$ cat src/hdl/priority_depth_draw_sorter_defines.svh
// ----------------------------------------------------------------------------
// Assertion macros for the draw-order sorter
// Shared property wrappers; every check is clocked on clk.
// ----------------------------------------------------------------------------
`ifndef PRIORITY_DEPTH_DRAW_SORTER_DEFINES_SVH
`define PRIORITY_DEPTH_DRAW_SORTER_DEFINES_SVH

// Check that is switched off while reset is asserted.
`define PDDS_ASSERT(lbl, prop) \
    lbl: assert property (@(posedge clk) disable iff (!rst_n) prop) \
        else $error("pdds check failed");

// Check that also holds while reset is asserted.
`define PDDS_ASSERT_ALWAYS(lbl, prop) \
    lbl: assert property (@(posedge clk) prop) \
        else $error("pdds check failed");

`endif

$ cat src/hdl/pdds_pkg.sv
// ----------------------------------------------------------------------------
// pdds_pkg
// Widths, register indexes and controller commands of the draw-order sorter.
// ----------------------------------------------------------------------------
package pdds_pkg;

    localparam int CAPACITY_DEF = 64;

    localparam int IDX_W   = 16;
    localparam int PRI_W   = 16;
    localparam int POS_W   = 32;
    localparam int DIR_W   = 16;
    localparam int DIFF_W  = POS_W + 1;
    localparam int PROD_W  = DIFF_W + DIR_W;
    localparam int DEPTH_W = 50;
    localparam int WORD_W  = IDX_W + PRI_W + DEPTH_W;

    localparam int CFG_IDX_W  = 3;
    localparam int CFG_DATA_W = 32;

    localparam logic [CFG_IDX_W-1:0] CFG_CAM_POS_X     = 3'd0;
    localparam logic [CFG_IDX_W-1:0] CFG_CAM_POS_Y     = 3'd1;
    localparam logic [CFG_IDX_W-1:0] CFG_CAM_POS_Z     = 3'd2;
    localparam logic [CFG_IDX_W-1:0] CFG_CAM_DIR_X     = 3'd3;
    localparam logic [CFG_IDX_W-1:0] CFG_CAM_DIR_Y     = 3'd4;
    localparam logic [CFG_IDX_W-1:0] CFG_CAM_DIR_Z     = 3'd5;
    localparam logic [CFG_IDX_W-1:0] CFG_BACK_TO_FRONT = 3'd6;

    localparam logic [DIR_W-1:0] CAM_DIR_Z_RESET = 16'h8000;

    typedef struct packed {
        logic load;       // capture position differences of an accepted item
        logic mul;        // register the three products
        logic wr;         // write the depth sum and item fields to the store
        logic scan_rd;    // scan read issued this cycle
        logic take_best;  // winner data is on the read port
        logic set_done;   // last result of the set delivered
    } cmd_t;

endpackage

$ cat src/hdl/pdds_ctrl.sv
// ----------------------------------------------------------------------------
// pdds_ctrl
// Sequencer for loading items, scanning the store and handing out results.
// ----------------------------------------------------------------------------
`include "priority_depth_draw_sorter_defines.svh"

module pdds_ctrl #(
    parameter int CAPACITY = pdds_pkg::CAPACITY_DEF
) (
    input  logic                        clk,
    input  logic                        rst_n,
    input  logic                        in_valid,
    output logic                        in_stall,
    input  logic                        last_item,
    output logic                        out_valid,
    input  logic                        out_stall,
    output logic                        overflowed,
    output logic                        last_out,
    output pdds_pkg::cmd_t              cmd,
    output logic [$clog2(CAPACITY)-1:0] wr_addr,
    output logic [$clog2(CAPACITY)-1:0] rd_addr,
    input  logic [$clog2(CAPACITY)-1:0] best_addr
);
    import pdds_pkg::*;

    localparam int AW    = $clog2(CAPACITY);
    localparam int CNT_W = $clog2(CAPACITY + 1);

    typedef enum logic [3:0] {
        S_IDLE, S_DIFF, S_MUL, S_WR, S_SCAN, S_DRAIN, S_FETCH, S_LOADOUT, S_OUT
    } state_t;

    state_t           state_reg;
    logic [CNT_W-1:0] count_reg;
    logic             ovf_reg, last_reg;
    logic [AW-1:0]    scan_reg, pos_reg;
    logic             out_valid_reg, out_last_reg, out_ovf_reg;
    logic             accept, full;
    logic [CNT_W-1:0] count_m1;

    assign accept   = in_valid && (state_reg == S_IDLE);
    assign full     = (count_reg == CNT_W'(CAPACITY));
    assign count_m1 = count_reg - CNT_W'(1);

    always_ff @(posedge clk or negedge rst_n)
    begin
        if (!rst_n)
        begin
            state_reg     <= S_IDLE;
            count_reg     <= '0;
            ovf_reg       <= 1'b0;
            last_reg      <= 1'b0;
            scan_reg      <= '0;
            pos_reg       <= '0;
            out_valid_reg <= 1'b0;
            out_last_reg  <= 1'b0;
            out_ovf_reg   <= 1'b0;
        end
        else
        begin
            case (state_reg)
                S_IDLE:
                begin
                    if (in_valid)
                    begin
                        last_reg <= last_item;
                        scan_reg <= '0;
                        pos_reg  <= '0;
                        if (full)
                        begin
                            ovf_reg   <= 1'b1;
                            state_reg <= last_item ? S_SCAN : S_IDLE;
                        end
                        else
                        begin
                            state_reg <= S_DIFF;
                        end
                    end
                end
                S_DIFF:  state_reg <= S_MUL;
                S_MUL:   state_reg <= S_WR;
                S_WR:
                begin
                    count_reg <= count_reg + CNT_W'(1);
                    state_reg <= last_reg ? S_SCAN : S_IDLE;
                end
                S_SCAN:
                begin
                    if (CNT_W'(scan_reg) == count_m1)
                    begin
                        state_reg <= S_DRAIN;
                    end
                    else
                    begin
                        scan_reg <= scan_reg + AW'(1);
                    end
                end
                S_DRAIN: state_reg <= S_FETCH;
                S_FETCH: state_reg <= S_LOADOUT;
                S_LOADOUT:
                begin
                    out_valid_reg <= 1'b1;
                    out_last_reg  <= (CNT_W'(pos_reg) == count_m1);
                    out_ovf_reg   <= ovf_reg;
                    state_reg     <= S_OUT;
                end
                S_OUT:
                begin
                    if (!out_stall)
                    begin
                        out_valid_reg <= 1'b0;
                        scan_reg      <= '0;
                        if (out_last_reg)
                        begin
                            count_reg <= '0;
                            ovf_reg   <= 1'b0;
                            state_reg <= S_IDLE;
                        end
                        else
                        begin
                            pos_reg   <= pos_reg + AW'(1);
                            state_reg <= S_SCAN;
                        end
                    end
                end
                default: state_reg <= S_IDLE;
            endcase
        end
    end

    always_comb
    begin
        cmd           = '0;
        cmd.load      = accept;
        cmd.mul       = (state_reg == S_MUL);
        cmd.wr        = (state_reg == S_WR);
        cmd.scan_rd   = (state_reg == S_SCAN);
        cmd.take_best = (state_reg == S_LOADOUT);
        cmd.set_done  = (state_reg == S_OUT) && !out_stall && out_last_reg;
    end

    assign wr_addr    = count_reg[AW-1:0];
    assign rd_addr    = (state_reg == S_FETCH) ? best_addr : scan_reg;
    assign in_stall   = (state_reg != S_IDLE);
    assign out_valid  = out_valid_reg;
    assign last_out   = out_last_reg;
    assign overflowed = out_ovf_reg;

    `PDDS_ASSERT(a_count_bound, count_reg <= CNT_W'(CAPACITY))
    `PDDS_ASSERT(a_out_holds, (state_reg == S_OUT && out_stall) |=> state_reg == S_OUT)
    `PDDS_ASSERT(a_set_clears,
        (state_reg == S_OUT && !out_stall && out_last_reg) |=> (count_reg == '0 && !ovf_reg))
    `PDDS_ASSERT(a_valid_in_out, out_valid_reg |-> state_reg == S_OUT)
    `PDDS_ASSERT_ALWAYS(a_reset_quiet, !rst_n |-> !out_valid_reg)

endmodule

$ cat config.mk
export PLATFORM = sky130hd
export DESIGN_NAME = pdds_ctrl
export DESIGN_NICKNAME = d
export VERILOG_FILES = /design/src/hdl/pdds_pkg.sv /design/src/hdl/pdds_ctrl.sv
export VERILOG_INCLUDE_DIRS = /design/src /design/src/hdl
export SDC_FILE = /design/constraint.sdc
export NUM_CORES = 1
export LEC_CHECK = 0
export BUFFER_PORTS_ARGS = -buffer_cell sky130_fd_sc_hd__buf_2
export CAP_MARGIN = 20
export CORE_UTILIZATION = 29
export DETAILED_ROUTE_END_ITERATION = 12
export GPL_TIMING_DRIVEN = 0
export PLACE_DENSITY = 0.46
export SLEW_MARGIN = 25
export SYNTH_ARGS = -nofsm -noshare
export SYNTH_HDL_FRONTEND = slang
export SYNTH_SLANG_ARGS = --single-unit
$ cat constraint.sdc
create_clock -name clk -period 2.26 [get_ports clk]
set_input_delay 0.678 -clock clk [delete_from_list [all_inputs] [get_ports clk]]
set_output_delay 0.678 -clock clk [all_outputs]
set_load 0.01 [all_outputs]
==> run_results.csv, run 1 <==
group,metric,value,unit
clock_tree,tritoncts.num_buffers,3,
worst_setup_path,worstSetupPathType,"flop to flop",
status,outcome,"finished, violations left",
final_layout,syn_to_final_growth,38.04,%
drt,drt-initial-drc-count,80,
job,drv.max_cap_violation_count,0,
place,post_place_cell_area,2303,µm²
logic_synthesis,synth_fa_ha_area_share,2.491,%
place,io_buffers,32,
logic_synthesis,post_synth_design_cell_area,2009,µm²
clock_tree,number_of_clock_sinks,28,
final_layout,largest_reg_flops,7,
logic_synthesis,synth.net_count,248,
global_route,antenna_found_initial,0,
worst_setup_path,critical_path.max_stage_delay,0.46,ns
worst_setup_path,crit_fanout,5,
logic_synthesis,yosys_register_bits,28,
die,die_wd,85.24,µm
logic_synthesis,synth.distinct_cells,50,
clock_tree,cts_root_buffer,"sky130_fd_sc_hd__clkbuf_8",
power,p_total,3414,µW
final_layout,multi_input_comb_area,1373,µm²
logic_synthesis,synth-main-ff-cell,"sky130_fd_sc_hd__dfrtp_1",
global_route,grt_pass1_wl,8838,µm
worst_setup_path,timing.critical_path.arrival,2.48,ns
die,die_height,85.24,µm
clock_tree,cts_max_level,1,
power,cellLeakagePower,0.001261,µW
sta,period_minus_slack,2.300,ns
worst_setup_path,worstPathCellList,"inv_4 -> ha_4 -> or3b_1 -> buf_6 -> o31a_1 -> nor4_4 -> buf_6 -> a31oi_4 -> a311o_1",
worst_setup_path,cp_top_family,"compound AO/OA/AOI/OAI gates",
drt,vias,1875,
die,placementRows,29,
die,die_area,7266,µm²
final_layout,nFillCells,658,
logic_synthesis,synthesized_area_fraction_occupied_by_ao_oa_aoi_and_oai_cells,12.27,%
final_layout,finish.utilization,42.47,%
final_layout,post-route-cell-area,2774,µm²
logic_synthesis,post_synth_inst_count,233,
place,pre_cts_slack,-0.3061,ns
logic_synthesis,synth_enable_flop_cells,0,
logic_synthesis,synth.area.mux_share,3.861,%
sta,setup_violations,2,
final_layout,register_area,708.2,µm²
worst_setup_path,cp-end-kind,"flop",
drt,drtPass1Iterations,4,
drt,routed_wirelength,5567,µm
sta,max_freq,434.7,MHz
logic_synthesis,synth_top_family_by_area,"simple AND/OR/NAND/NOR gates",
power,power.ir.vdd_worst,667.8,µV
sta,worst_slack,-0.04020,ns
final_layout,num-nets-final,307,
clock_tree,cts_hold_buf,0,
clock_tree,cts_buffer_depth,2,
drt,via_per_inst,5.095,
power,power.density,1231,nW/µm²
clock_tree,worstSkewPairLatency,0.28,ns
status,violated_checks,"negative setup slack",
place,gpl.final_weighted_congestion,0.7848,
global_route,via_count_of_the_first_global_routing_pass,1713,
sta,timing_max_transition_violations_final,0,
final_layout,antennaDiodeCount,0,
die,initial_utilization,30.77,%
worst_setup_path,critPathLaunchType,"flop",
sta,relSlewSlack,46.69,%
logic_synthesis,synthesis.yosys.warnings,0,
die,io-pin-count,33,
logic_synthesis,synth-simple-area-share,28.52,%
logic_synthesis,synth_async_sr_flop_share,100.0,%
logic_synthesis,post_synth_xor_area_fraction,10.96,%
sta,final_min_period_over_clock_period,101.8,%
sta,skew,0.004752,ns
drt,route.detailed.wl_per_inst,15.13,µm
worst_setup_path,crit_buf_inv,3,
sta,tightestPinTransition,0.7959,ns
logic_synthesis,syn-mean-instance-area,8.624,µm²
drt,drt.antenna.violating_nets,0,
worst_hold_path,hold_path.class,"input pin to async pin",
worst_setup_path,worst-endpoint-required,2.44,ns
drt,post_route_drc,0,
global_route,track_usage,15.50,%
die,coreArea,6531,µm²
clock_tree,path_clk_slew,0.11,ns
sta,unrepaired_setup_endpoints_after_global_routing,"true",
clock_tree,clock_tree_from_tritoncts,"built",
logic_synthesis,synth-seq-area-share,34.87,%
global_route,grt_overflow_total,0,
final_layout,post_route_cells_drive_above_1_share,41.92,%
worst_setup_path,crit_top_cell,"sky130_fd_sc_hd__buf_6",
global_route,largest_net_degree_at_the_start_of_global_routing,29,
worst_setup_path,critical-path-slowest-cell,"sky130_fd_sc_hd__dfrtp_2",
sta,finalHoldViolations,0,
place,detailedPlacementHpwl,3775,µm
==> synth_stat cells (2+ instances only) <==
cell	instances	share of area [%]
sky130_fd_sc_hd__and3_1	2	0.62
sky130_fd_sc_hd__xnor3_1	2	2.2
sky130_fd_sc_hd__ha_1	4	2.5
sky130_fd_sc_hd__mux2_2	6	3.4
sky130_fd_sc_hd__a22o_1	2	0.87
sky130_fd_sc_hd__a31oi_1	6	1.9
sky130_fd_sc_hd__a311o_1	2	1.0
sky130_fd_sc_hd__or3_1	6	1.9
sky130_fd_sc_hd__o21ai_0	8	2.0
sky130_fd_sc_hd__nor3_1	9	2.2
sky130_fd_sc_hd__nand3b_1	3	1.1
sky130_fd_sc_hd__nand2b_1	5	1.6
sky130_fd_sc_hd__nor2b_1	4	1.2
sky130_fd_sc_hd__a21oi_1	5	1.2
sky130_fd_sc_hd__dfrtp_1	28	35
sky130_fd_sc_hd__buf_2	2	0.50
sky130_fd_sc_hd__xor2_1	9	3.9
sky130_fd_sc_hd__inv_1	7	1.3
sky130_fd_sc_hd__nor3b_1	3	1.1
sky130_fd_sc_hd__buf_4	7	2.6
sky130_fd_sc_hd__nor2_1	23	4.3
sky130_fd_sc_hd__nor4_1	2	0.62
sky130_fd_sc_hd__o21a_1	2	0.75
sky130_fd_sc_hd__nand2_1	28	5.2
sky130_fd_sc_hd__nand4_1	4	1.2
sky130_fd_sc_hd__clkbuf_1	10	1.9
sky130_fd_sc_hd__o211ai_1	2	0.75
sky130_fd_sc_hd__nand3_1	10	2.5
sky130_fd_sc_hd__xnor2_1	11	4.8
==> final cells by class <==
class | instances | share of cell area [%]
Buffer | 14 | 3.473
Clock buffer | 4 | 1.985
Tap cell | 77 | 3.473
Multi-Input combinational cell | 177 | 49.48
Sequential cell | 28 | 25.53
Timing Repair Buffer | 60 | 14.79
Inverter | 8 | 1.263
==> logic make-up after synthesis <==
| family | count (synthesis) |
|---|---|
| buffers and inverters | 28 |
| AO/OA/AOI/OAI | 36 |
| XOR/XNOR | 22 |
| adder cells (fa/ha/maj) | 4 |
| multiplexers | 7 |
| AND/OR/NAND/NOR | 108 |
| flip-flops | 28 |
==> metal layers <==
metal	vias to the layer above	GRT usage [%]	share of wire [%]
met1	905	21.36	48
met2	34	25.73	48
met5	-	0	0
met4	0	2.311	0.52
li1	934	-	-
met3	2	2.918	3.1
==> layout by cell type, fill, tap and decap left out, types with 3 or more instances in the layout <==
cell type,netlist,final
sky130_fd_sc_hd__nor2_1,23,20
sky130_fd_sc_hd__buf_4,7,31
sky130_fd_sc_hd__nand4_1,4,4
sky130_fd_sc_hd__nand3_1,10,9
sky130_fd_sc_hd__inv_1,7,5
sky130_fd_sc_hd__nor3_1,9,7
sky130_fd_sc_hd__nand3b_1,3,3
sky130_fd_sc_hd__dfrtp_2,0,6
sky130_fd_sc_hd__buf_6,1,6
sky130_fd_sc_hd__nor3_4,0,3
sky130_fd_sc_hd__a21oi_1,5,5
sky130_fd_sc_hd__a31oi_1,6,5
sky130_fd_sc_hd__clkbuf_8,0,4
sky130_fd_sc_hd__mux2_2,6,3
sky130_fd_sc_hd__xnor2_1,11,10
sky130_fd_sc_hd__mux2_4,0,3
sky130_fd_sc_hd__buf_2,2,30
sky130_fd_sc_hd__xor2_1,9,9
sky130_fd_sc_hd__nand2_2,0,3
sky130_fd_sc_hd__clkbuf_1,10,3
sky130_fd_sc_hd__o21ai_0,8,6
sky130_fd_sc_hd__or3_1,6,5
sky130_fd_sc_hd__ha_1,4,3
sky130_fd_sc_hd__nand2_1,28,24
sky130_fd_sc_hd__nand2b_1,5,3
sky130_fd_sc_hd__dfrtp_1,28,22
==> report_power, final <==
| group | switching [µW] | internal (µW) |
|---|---|---|
| registers | 201 | 641 |
| clock network | 176 | 157 |
| logic | 1120 | 1120 |
| total | 1500 | 1910 |
==> per-stage QoR <==
stage	std cells	TNS, ns	hold WS (ns)
floorplan	233	-0.04012	0.3824
global route	368	-0.4097	0.4703
detailed placement	342	-3.315	0.4674
CTS	358	-0.5942	0.4386
finish	368	-0.04261	0.4187
global placement	342	-3.329	0.4546
==> path summary, 6_finish.rpt <==
kind	from	end	slack, ns	cells after the start
worst max register to register	count_reg[0]$_DFFE_PN0P_	scan_reg[2]$_DFFE_PN0P_	-0.04	9
min in group clk	overflowed$_DFFE_PN0P_	overflowed$_DFFE_PN0P_	0.49	2
worst min-delay path	rst_n	overflowed$_DFFE_PN0P_	0.42	1
worst min register to register	overflowed$_DFFE_PN0P_	overflowed$_DFFE_PN0P_	0.49	2
max in group asynchronous	rst_n	state_reg[0]$_DFFE_PN0P_	1.36	1
worst max-delay path	count_reg[0]$_DFFE_PN0P_	scan_reg[2]$_DFFE_PN0P_	-0.04	9
==> repair_timing <==
action                     4_1_cts  5_1_grt
pin swaps                        7        9
setup endpoints to repair       21       21
resized for setup               30       28
buffers inserted                17       11
hold endpoints to repair         0        0
(Power assumes the default switching activity.)
==> run 2: changes to the inputs <==
Settings changed: CELL_PAD_IN_SITES_DETAIL_PLACEMENT set to 1, CELL_PAD_IN_SITES_GLOBAL_PLACEMENT set to 1, PLACE_DENSITY 0.46 to 0.58.
==> run 2 against run 1 <==
The run still ends with negative setup slack left. Clock power decreased by 16%. Design area shrank 1.6%. Core utilization is 0.69 points lower.
==> run_results.csv, run 2 (synthesized netlist as in run 1, its figures left out) <==
group,metric,value,unit
final_layout,largest_reg_flops,7,
die,initial_utilization,30.77,%
drt,post_route_drc,0,
place,io_buffers,32,
die,die_height,85.24,µm
worst_hold_path,hold_path.class,"input pin to async pin",
die,placementRows,29,
power,power.ir.vdd_worst,460.0,µV
place,pre_cts_slack,-0.4177,ns
global_route,antenna_found_initial,0,
worst_setup_path,critPathLaunchType,"flop",
job,drv.max_cap_violation_count,0,
drt,drtPass1Iterations,4,
sta,unrepaired_setup_endpoints_after_global_routing,"true",
power,cellLeakagePower,0.001256,µW
global_route,via_count_of_the_first_global_routing_pass,1881,
sta,finalHoldViolations,0,
status,outcome,"finished, violations left",
power,power.density,1221,nW/µm²
place,detailedPlacementHpwl,4189,µm
place,post-place-cells,342,
drt,drt.antenna.violating_nets,0,
final_layout,nFillCells,766,
die,io-pin-count,33,
sta,whs,0.4169,ns
sta,worst_slack,-0.05492,ns
drt,routed_wirelength,6189,µm
sta,setup_violations,6,
final_layout,num-nets-final,309,
sta,sum_of_negative_setup_slack,-0.1174,ns
worst_setup_path,cp-end-kind,"flop",
global_route,track_usage,17.18,%
drt,vias,1961,
sta,final_min_period_over_clock_period,102.4,%
global_route,grt_overflow_total,0,
final_layout,fin_cells,369,
sta,skew,0.008863,ns
worst_setup_path,timing.critical_path.arrival,2.48,ns
clock_tree,cts_root_buffer,"sky130_fd_sc_hd__clkbuf_8",
die,die_area,7266,µm²
final_layout,antennaDiodeCount,0,
sta,period_minus_slack,2.315,ns
worst_setup_path,worst-endpoint-required,2.42,ns
sta,timing_max_transition_violations_final,0,
global_route,grt.busiest_layer,"met2",
die,die_wd,85.24,µm
clock_tree,number_of_clock_sinks,28,
sta,max_freq,432.0,MHz
clock_tree,tritoncts.num_buffers,3,
final_layout,syn_to_final_growth,35.80,%
worst_setup_path,crit_fanout,5,
global_route,met3_track_utilization_from_global_routing,2.432,%
global_route,global_route.usage.met2,29.84,%
die,coreArea,6531,µm²
place,gpl.final_weighted_congestion,0.7703,
clock_tree,path_clk_slew,0.10,ns
drt,route.detailed.wl_per_inst,16.77,µm
drt,via_per_inst,5.314,
global_route,grt_pass1_wl,9756,µm
sta,relSlewSlack,55.00,%
global_route,grtUsageMet1,23.21,%
final_layout,most_common_cell_after_layout_fill_and_taps_aside,"sky130_fd_sc_hd__buf_4",
sta,tightestPinTransition,0.6718,ns
final_layout,post_route_cells_drive_above_1_share,41.78,%
drt,drt-initial-drc-count,84,
clock_tree,cts_buffer_depth,2,
worst_setup_path,worstSetupPathType,"flop to flop",
clock_tree,clock_tree_from_tritoncts,"built",
final_layout,final_cell_mix,"35 x sky130_fd_sc_hd__buf_4, 30 x sky130_fd_sc_hd__buf_2, 24 x sky130_fd_sc_hd__nand2_1, 22 x sky130_fd_sc_hd__dfrtp_1, 20 x sky130_fd_sc_hd__nor2_1",
global_route,largest_net_degree_at_the_start_of_global_routing,29,
status,violated_checks,"negative setup slack",
clock_tree,worstSkewPairLatency,0.28,ns
clock_tree,cts_max_level,1,
==> run 2: per-layer routing <==
metal,vias to the layer above,share of wire (%)
met1,986,47
met5,-,0
li1,928,-
met3,6,2.4
met4,0,1.1
met2,41,50
==> run 2: power breakdown <==
group	switching, µW	internal (µW)
Clock	160	120
Combinational	1100	1100
Sequential	206	641
Total	1470	1860
==> run 2: cell type report <==
class                           instances  area (µm²)  area share, %
Multi-Input combinational cell        177        1340          49.11
Sequential cell                        28       708.2          25.95
Timing Repair Buffer                   62       411.6          15.08
Buffer                                 14       97.59          3.576
Tap cell                               77       96.34          3.530
Clock buffer                            3       41.29          1.513
Inverter                                8       33.78          1.238
==> run 2: stage by stage <==
stage	power [µW]	cell area, µm²	util [%]
2_1_floorplan	2045	2047	-
3_3_place_gp	2492	2303	35.27
3_5_place_dp	2519	2303	35.27
4_1_cts	3128	2570	39.35
6_report	3333	2729	41.78
5_1_grt	3581	2729	41.78
==> run 2: final timing paths <==
path | from | to | slack [ns] | cells past startpoint
max | count_reg[0]$_DFFE_PN0P_ | scan_reg[2]$_DFFE_PN0P_ | -0.05 | 9
min | rst_n | count_reg[5]$_DFFE_PN0P_ | 0.42 | 1
max reg2reg | count_reg[0]$_DFFE_PN0P_ | scan_reg[2]$_DFFE_PN0P_ | -0.05 | 9
min reg2reg | overflowed$_DFFE_PN0P_ | overflowed$_DFFE_PN0P_ | 0.48 | 2
max in group asynchronous | rst_n | state_reg[1]$_DFFE_PN0P_ | 1.37 | 1
min in group clk | overflowed$_DFFE_PN0P_ | overflowed$_DFFE_PN0P_ | 0.48 | 2
==> run 2: timing repair <==
item | in CTS | in global routing
resized for setup | 34 | 18
pin swaps | 7 | 10
hold buffers | 0 | 0
setup endpoints to repair | 21 | 21
buffers inserted | 15 | 15
endpoints found under the hold margin | 0 | 0
gates cloned | 0 | 0
==> run 2: critical path, stage by stage (launching register included) <==
cell	delay (ns)
sky130_fd_sc_hd__dfrtp_2	0.45
sky130_fd_sc_hd__inv_4	0.07
sky130_fd_sc_hd__ha_4	0.12
sky130_fd_sc_hd__or3b_1	0.36
sky130_fd_sc_hd__buf_6	0.15
sky130_fd_sc_hd__o31a_1	0.31
sky130_fd_sc_hd__nor4_4	0.15
sky130_fd_sc_hd__buf_4	0.19
sky130_fd_sc_hd__a31oi_2	0.08
sky130_fd_sc_hd__a311o_1	0.32
==> run 3: changes to the inputs <==
Settings changed: CTS_CLUSTER_SIZE set to 12, MAX_ROUTING_LAYER set to met4, TNS_END_PERCENT set to 20.
==> run 3 against run 2 <==
The flow still finishes with violations (negative setup slack). Clock power hardly changed. Power shrank 5.2%. Routed wire length fell by 4.1%. Sequential power increased by 2%. Worst hold slack barely moved. Count of clock-buffer cells in the layout stayed put. Via count fell by 2.8%. Fmax shrank 0.33%. Critical path type is now flop to output pin. Largest power group unchanged.
==> run_results.csv, run 3 (synthesized netlist as in run 1, its figures left out) <==
group,metric,value,unit
power,power.ir.vdd_worst,451.2,µV
final_layout,register_area,708.2,µm²
drt,drtPass1Iterations,4,
worst_setup_path,critical-path-slowest-cell,"sky130_fd_sc_hd__dfrtp_2",
clock_tree,number_of_clock_sinks,28,
sta,final_min_period_over_clock_period,102.8,%
sta,relSlewSlack,55.95,%
sta,period_minus_slack,2.322,ns
die,placementRows,29,
sta,max_freq,430.6,MHz
worst_hold_path,hold_path.class,"input pin to async pin",
global_route,track_usage,17.59,%
worst_setup_path,worst-endpoint-required,1.58,ns
clock_tree,cts_hold_buf,0,
clock_tree,worstSkewPairLatency,0.28,ns
power,power.density,1219,nW/µm²
power,cellLeakagePower,0.001177,µW
die,die_height,85.24,µm
job,drv.max_cap_violation_count,0,
clock_tree,cts_max_level,1,
sta,timing_max_transition_violations_final,0,
clock_tree,tritoncts.num_buffers,3,
final_layout,nFillCells,768,
die,die_wd,85.24,µm
worst_setup_path,worstSetupPathType,"flop to output pin",
place,detailedPlacementHpwl,4189,µm
global_route,via_count_of_the_first_global_routing_pass,1869,
worst_setup_path,cp-end-kind,"output pin",
die,coreArea,6531,µm²
drt,vias,1907,
sta,tightestPinTransition,0.6608,ns
final_layout,multi_input_comb_area,1309,µm²
status,violated_checks,"negative setup slack",
drt,post_route_drc,0,
sta,skew,0.007515,ns
power,sequentialPowerShare,27.4,%
drt,routed_wirelength,5935,µm
final_layout,num-nets-final,296,
worst_setup_path,critical_path.max_stage_delay,0.48,ns
worst_setup_path,timing.critical_path.arrival,1.64,ns
worst_setup_path,critPathLaunchType,"flop",
final_layout,most_common_cell_after_layout_fill_and_taps_aside,"sky130_fd_sc_hd__buf_2",
power,share_comb_of_total_power,63.8,%
global_route,antenna_found_initial,0,
drt,drt.antenna.violating_nets,0,
worst_setup_path,worstPathCellList,"nand2b_4 -> nor2_4 -> mux2_2 -> buf_2",
global_route,grt_pass1_wl,9694,µm
clock_tree,clock_tree_from_tritoncts,"built",
worst_setup_path,launch_instance_of_the_worst_register_to_register_path,"count_reg[0]$_DFFE_PN0P_",
die,io-pin-count,33,
place,pre_cts_slack,-0.4177,ns
final_layout,antennaDiodeCount,0,
die,die_area,7266,µm²
worst_setup_path,crit_fanout,7,
place,post-place-cells,342,
power,power.net_switching,1418,µW
sta,worst_slack,-0.06248,ns
power,internal_pwr_total,1742,µW
clock_tree,path_clk_slew,0.10,ns
clock_tree,cts_root_buffer,"sky130_fd_sc_hd__clkbuf_8",
drt,via_per_inst,5.357,
power,netSwitchingFraction,44.88,%
die,initial_utilization,30.77,%
final_layout,post_route_cells_drive_above_1_share,37.63,%
final_layout,final_cell_mix,"30 x sky130_fd_sc_hd__buf_2, 26 x sky130_fd_sc_hd__nand2_1, 24 x sky130_fd_sc_hd__buf_4, 22 x sky130_fd_sc_hd__dfrtp_1, 20 x sky130_fd_sc_hd__nor2_1",
sta,finalHoldViolations,0,
drt,route.detailed.wl_per_inst,16.67,µm
place,io_buffers,32,
clock_tree,cts_buffer_depth,2,
sta,unrepaired_setup_endpoints_after_global_routing,"true",
power,share_clk_of_total_power,8.9,%
place,gpl.final_weighted_congestion,0.7807,
global_route,largest_net_degree_at_the_start_of_global_routing,29,
final_layout,syn_to_final_growth,29.02,%
final_layout,fin_cells,356,
sta,setup_violations,7,
global_route,grt_overflow_total,0,
final_layout,largest_reg_flops,7,
drt,drt-initial-drc-count,108,
worst_setup_path,critical_path.startpoint,"state_reg[0]$_DFFE_PN0P_",
status,outcome,"finished, violations left",
run 3: metrics by stage:
step / setup TNS, ns / util (%) / instance area (µm²) / total power, µW / hold WS [ns]
global placement: -3.652 / 35.27 / 2303 / 2492 / 0.4574
detailed placement: -4.148 / 35.27 / 2303 / 2519 / 0.4617
finish: -0.2386 / 39.69 / 2592 / 3160 / 0.4173
floorplan: -0.04012 / - / 2047 / 2045 / 0.3824
CTS: -0.6213 / 38.77 / 2532 / 3076 / 0.4445
global route: -1.654 / 39.69 / 2592 / 3405 / 0.4751
run 3: area by class of cell:
cell class,instances,share of cell area (%)
plain buffers,14,3.764
well taps,77,3.716
multi-input cells,177,50.48
inverters,8,1.303
clock buffers,3,1.593
flip-flops and latches,28,27.32
repair buffers,49,11.82
run 3: routing by layer:
metal  share of wire, %  up-vias  track usage (%)
li1                   -      901                -
met1                 47      968            23.49
met5                  0        -                -
met3                2.9        2            2.335
met2                 50       36            29.18
met4               0.40        0            2.311
run 3: repair_timing:
item,4_1_cts,5_1_grt
pin swaps,7,5
buffers inserted,13,4
endpoints found under the setup margin,21,21
resized for setup,28,12
run 3: power by group through the flow:
stage	registers, µW	logic (µW)	clock network, µW
after global routing	890	2200	317
final	865	2010	281
after CTS	847	1920	304
after floorplan	750	1300	0
after global placement	794	1700	0
after detailed placement	796	1720	0
run 3: critical path: cells and delay by family, from the launching register on:
kind / cells / cell delay [ns]
and+or+nand+nor: 2 / 0.41
buffers and inverters: 1 / 0.13
muxes: 1 / 0.36
DFF: 1 / 0.48
run 3: worst paths after layout:
path / endpoint / slack [ns] / cells after the start
setup / recovery: rd_addr[1] / -0.06 / 4
hold / removal: count_reg[5]$_DFFE_PN0P_ / 0.42 / 1
setup reg to reg: scan_reg[2]$_DFFE_PN0P_ / -0.04 / 9
hold reg to reg: overflowed$_DFFE_PN0P_ / 0.48 / 2
max in group asynchronous: state_reg[1]$_DFFE_PN0P_ / 1.37 / 1
min in group clk: overflowed$_DFFE_PN0P_ / 0.48 / 2
